`src/design/ipf_pkg.sv`:
```
`timescale 1ns / 1ps
`default_nettype none

package ipf_pkg;

    localparam int LIST_DEPTH_DEF = 64;
    localparam int CMD_Q_DEPTH    = 4;
    localparam int RES_Q_DEPTH    = 2;
    localparam int MAX_OUT        = 64;
    localparam int ADDR_W         = 32;
    localparam int IDX_W          = 6;
    localparam int CNT_W          = 7;

    typedef enum logic [1:0] {
        OP_APPEND = 2'd0,
        OP_CLEAR  = 2'd1,
        OP_CHECK  = 2'd2,
        OP_READ   = 2'd3
    } t_op;

    typedef enum logic [1:0] {
        ST_OK    = 2'd0,
        ST_FULL  = 2'd1,
        ST_EMPTY = 2'd2
    } t_status;

    typedef enum logic [2:0] {
        BS_IDLE,
        BS_CHK,
        BS_CHK_END,
        BS_CHK_OUT,
        BS_RD_ISSUE,
        BS_RD_DATA
    } t_bstate;

    typedef struct packed {
        t_op               op;
        logic              sel;
        logic [ADDR_W-1:0] addr;
        logic [ADDR_W-1:0] rs;
        logic [ADDR_W-1:0] re;
        logic [IDX_W-1:0]  idx;
        logic [CNT_W-1:0]  cnt;
        logic              cnt_zero;
    } t_cmd;

    typedef struct packed {
        logic              alive;
        logic              in_allow;
        logic              in_block;
        logic [ADDR_W-1:0] entry_start;
        logic [ADDR_W-1:0] entry_end;
        logic [CNT_W-1:0]  returned_count;
        t_status           status;
        logic              last;
    } t_res;

endpackage

`default_nettype wire

```
`src/design/ipf_fifo.sv`:
```
`timescale 1ns / 1ps
`default_nettype none

module ipf_fifo #(
    parameter int W     = 1,
    parameter int DEPTH = ipf_pkg::RES_Q_DEPTH
) (
    input  wire logic         i_clk,
    input  wire logic         i_rst_n,
    input  wire logic         i_push,
    input  wire logic [W-1:0] i_data,
    output logic              o_full,
    input  wire logic         i_pop,
    output logic      [W-1:0] o_data,
    output logic              o_empty
);

    localparam int PW = (DEPTH > 1) ? $clog2(DEPTH) : 1;
    localparam int CW = $clog2(DEPTH + 1);

    logic [W-1:0]  r_mem [DEPTH];
    logic [PW-1:0] r_wp, n_wp;
    logic [PW-1:0] r_rp, n_rp;
    logic [CW-1:0] r_cnt, n_cnt;
    logic          do_push;
    logic          do_pop;

    assign o_full  = (r_cnt == CW'(DEPTH));
    assign o_empty = (r_cnt == '0);
    assign o_data  = r_mem[r_rp];
    assign do_push = i_push && !o_full;
    assign do_pop  = i_pop && !o_empty;

    always_comb begin
        n_wp  = r_wp;
        n_rp  = r_rp;
        n_cnt = r_cnt;
        if (do_push) begin
            n_wp = (r_wp == PW'(DEPTH - 1)) ? '0 : r_wp + PW'(1);
        end
        if (do_pop) begin
            n_rp = (r_rp == PW'(DEPTH - 1)) ? '0 : r_rp + PW'(1);
        end
        case ({do_push, do_pop})
            2'b10:   n_cnt = r_cnt + CW'(1);
            2'b01:   n_cnt = r_cnt - CW'(1);
            default: n_cnt = r_cnt;
        endcase
    end

    always_ff @(posedge i_clk) begin
        if (!i_rst_n) begin
            r_wp  <= '0;
            r_rp  <= '0;
            r_cnt <= '0;
        end else begin
            r_wp  <= n_wp;
            r_rp  <= n_rp;
            r_cnt <= n_cnt;
        end
    end

    always_ff @(posedge i_clk) begin
        if (do_push) begin
            r_mem[r_wp] <= i_data;
        end
    end

endmodule

`default_nettype wire

```
`src/design/ipf_front.sv`:
```
`timescale 1ns / 1ps
`default_nettype none

module ipf_front (
    input  wire logic                        i_clk,
    input  wire logic                        i_rst_n,
    input  wire logic                        i_push,
    output logic                             o_full,
    input  wire logic [1:0]                  i_func,
    input  wire logic                        i_list_select,
    input  wire logic [ipf_pkg::ADDR_W-1:0]  i_address,
    input  wire logic [ipf_pkg::ADDR_W-1:0]  i_range_start,
    input  wire logic [ipf_pkg::ADDR_W-1:0]  i_range_end,
    input  wire logic [ipf_pkg::IDX_W-1:0]   i_index,
    input  wire logic [ipf_pkg::CNT_W-1:0]   i_count,
    output ipf_pkg::t_cmd                    o_cmd,
    output logic                             o_cmd_empty,
    input  wire logic                        i_cmd_pop
);

    localparam int QW = $bits(ipf_pkg::t_cmd);

    ipf_pkg::t_cmd cmd_in;
    logic [QW-1:0] q_out;

    always_comb begin
        cmd_in          = '0;
        cmd_in.op       = ipf_pkg::t_op'(i_func);
        cmd_in.sel      = i_list_select;
        cmd_in.addr     = i_address;
        cmd_in.rs       = i_range_start;
        cmd_in.re       = i_range_end;
        cmd_in.idx      = i_index;
        cmd_in.cnt      = i_count;
        cmd_in.cnt_zero = (i_count == '0);
    end

    ipf_fifo #(
        .W     (QW),
        .DEPTH (ipf_pkg::CMD_Q_DEPTH)
    ) u_cmd_q (
        .i_clk   (i_clk),
        .i_rst_n (i_rst_n),
        .i_push  (i_push),
        .i_data  (QW'(cmd_in)),
        .o_full  (o_full),
        .i_pop   (i_cmd_pop),
        .o_data  (q_out),
        .o_empty (o_cmd_empty)
    );

    assign o_cmd = ipf_pkg::t_cmd'(q_out);

endmodule

`default_nettype wire

```
`config.mk`:
```
export PLATFORM = sky130hd
export DESIGN_NAME = ipf_front
export DESIGN_NICKNAME = d
export VERILOG_FILES = /design/src/design/ipf_pkg.sv /design/src/design/ipf_fifo.sv /design/src/design/ipf_front.sv
export SDC_FILE = /design/constraint.sdc
export NUM_CORES = 1
export LEC_CHECK = 0
export BUFFER_PORTS_ARGS = -buffer_cell sky130_fd_sc_hd__buf_2
export CELL_PAD_IN_SITES_DETAIL_PLACEMENT = 1
export CELL_PAD_IN_SITES_GLOBAL_PLACEMENT = 1
export CORE_AREA = 4 4 189 237
export DETAILED_ROUTE_END_ITERATION = 10
export DIE_AREA = 0 0 193 241
export GPL_ROUTABILITY_DRIVEN = 0
export PLACE_DENSITY_LB_ADDON = 0.1
export SYNTH_ARGS = -nofsm -noshare
export SYNTH_HDL_FRONTEND = slang
export SYNTH_SLANG_ARGS = --single-unit
```
`constraint.sdc`:
```
create_clock -name i_clk -period 3.95 [get_ports i_clk]
set_input_delay 0.5925 -clock i_clk [delete_from_list [all_inputs] [get_ports i_clk]]
set_output_delay 0.5925 -clock i_clk [all_outputs]
set_load 0.01 [all_outputs]
```
==> qor.yml <==
outcome: "complete, no violations"
clkLatencyLatePin_ns: 0.54
clockBufferDepth: 3
die-area_mm2: 0.0465
finClkSkew_ns: 0.0136
path_max_fanout: 34
irDropWorstVdd_uv: 395
dp_cells: 1430
startpoint_type: "flip-flop"
core_area_mm2: 0.0426
antenna_found_initial: 8
min_path_type: "in2reg"
std_cell_rows: 85
cts_tree: "done"
cts_root_buf: "clkbuf_16"
powerDensity_mw_per_mm2: 643
r2r-start: "u_cmd_q.r_cnt[2]"
antenna_left: 0
ctsHoldBuffers: 0
setup_viol: 0
grt_first_pass_wirelength_um: 53000
ys_seq_elements: 461
fin_crit_sh_pct: 78.3
synth_xor_area_share_pct: 0.104
synth_compound_area_share_pct: 0.208
cts_resized: 0
path_clk_slew_ns: 0.06
io-pin-count: 231
fin_crit_ns: 3.09
grt_start_max_net_pins: 61
layout-drive-gt1-share_pct: 44.6
grtUsageTotal_pct: 15.2
drtPass1Iterations: 4
drc_errors: 0
tns_ns: 0
htreeDepth: 2
syn2layout_area_growth_pct: 19.4
syn_nets: 772
rsz0062_at_grt: "no"
yosys.area_share.simple_pct: 0.714
maxCapViolations: 0
total_power_mw: 12.9
drt-initial-drc-count: 330
cts_buffers: 46
tightest_slew_ns: 0.733
drv_slew: 0
detailedPlace.worstSlack_ns: 1.26
clock-sinks: 461
netlist_instances: 649
grt_pass1_vias: 8684
hold_violations: 0
hpwl_um: 22200
relSlewSlack_pct: 50.7
wl_per_cell_um: 23.4
numPortBuffers: 230
setup_ws_ns: 0.858
yosysSeqAreaShare_pct: 81.7
mappedNetlistArea_mm2: 0.0168
cp-end-kind: "primary output"
yosysUniqueCellTypes: 27
synth_top_family_by_area: "multiplexers"
die_x_um: 193
viasPerCell: 5.01
final_nets: 1036
postSynthAreaPerCell_um2: 25.9
die_height_um: 241
power.leakage_nw: 6.65
stdcell_count: 1517
worstPathArrival_ns: 2.50
fillCellCount: 3875
overflow: 0
synthAdderAreaFrac_pct: 0.565
min-delay-start: "i_address[30]"
finalWirelength_um: 35400
synth.area.mux_share_pct: 15.2
dr_total_vias: 7607
initial_core_util_pct: 39.5
cp.required_ns: 3.36
holdWs_ns: 0.264
path_class: "reg2out"
fmax_mhz: 323
yosys_warnings: 0
cts_setup_buffers: 0
cell usage after synthesis:
cell type  number  area, um2
and2_1          6       37.5
buf_6           1       11.3
ha_1            6       75.1
nand2_1         7       26.3
o21ai_0         4       20.0
or4_1           1       7.51
buf_2          12       60.1
nor3b_1         1       7.51
buf_4           1       7.51
xor2_1          1       8.76
dfxtp_1         9        180
inv_1           7       26.3
or3_1           1       6.26
a21boi_0        1       7.51
edfxtp_1      452      13600
o31ai_1         1       7.51
nand3_1         2       10.0
mux2i_1         2       20.0
mux4_2        113       2540
nor4_1          1       6.26
fa_1            1       20.0
xnor2_1         1       8.76
nor2b_1         1       6.26
buf_8           8        120
nor3_1          1       5.00
clkbuf_1        6       22.5
nor2_1          2       7.51
registers in the layout, summed over array words and instances, names as in the netlist, named ones only:
name and cells:
u_cmd_q.r_wp 2, u_cmd_q.r_rp 2, u_cmd_q.r_mem 452, u_cmd_q.r_cnt 3
placed cells by master, fill, tap and decap left out, drive strengths merged:
cell type  count
xnor2          1
buf          244
nand3          2
or3            1
nor3b          1
mux4         113
clkinv        19
mux2i          2
nor2b          1
diode          2
nor4           1
inv            7
bufinv         1
clkinvlp       2
nand2          7
nor3           1
fa             1
ha             6
xor2           1
nor2           2
clkbuf        63
edfxtp       452
or4            1
and2           6
a21boi         1
o21ai          4
dfxtp          9
o31ai          1
worst paths after layout:
path | slack [ns] | cells past startpoint | to
min reg2reg | 0.51 | 2 | u_cmd_q.r_wp[1]
max reg2reg | 1.49 | 4 | u_cmd_q.r_mem[2][68]
min | 0.26 | 1 | u_cmd_q.r_mem[0][108]
max | 0.86 | 3 | o_cmd[72]
kinds of logic (layout without fill, tap and decap cells):
group | after synthesis | count (layout)
buffers and inverters | 35 | 336
xor gates and xnor gates | 2 | 2
muxes | 115 | 115
and+or+nand+nor | 23 | 23
other | 0 | 2
adders and majority gates | 7 | 7
AOI/OAI and AO/OA | 6 | 6
DFF | 461 | 461
final cells by class:
type	count	area (um2)	area share [%]
Sequential cell	461	13800	68.4
Multi-Input combinational cell	153	2840	14.1
Timing Repair Buffer	244	1360	6.75
Clock buffer	63	1280	6.36
Tap cell	565	707	3.52
Clock inverter	22	128	0.635
Inverter	7	26.3	0.131
Antenna cell	2	5.00	0.0249
critical path, stage by stage, from the launching register on:
cell	delay (ns)
dfxtp_4	0.83
buf_12	0.35
mux4_2	0.58
buf_2	0.16
through the flow:
step / utilization [%] / instance area, um2
5_1_grt: 47.1 / 20100
6_report: 47.1 / 20100
3_5_place_dp: 43.8 / 18700
4_1_cts: 47.1 / 20100
2_1_floorplan: - / 16800
3_3_place_gp: 43.8 / 18700
power breakdown:
group,internal (mW),total [mW],switching [mW]
sequential,5.91,6.15,0.233
clock,2.33,4.04,1.71
combinational,1.32,2.74,1.42
metal layers:
layer	GRT usage, %	routed length (um)	share of wire [%]
met5	0	57	0.16
met1	19.2	14100	40
met2	26.0	18200	51
met3	4.24	2240	6.3
met4	4.34	791	2.2
Power figures use the tool's default switching activity.
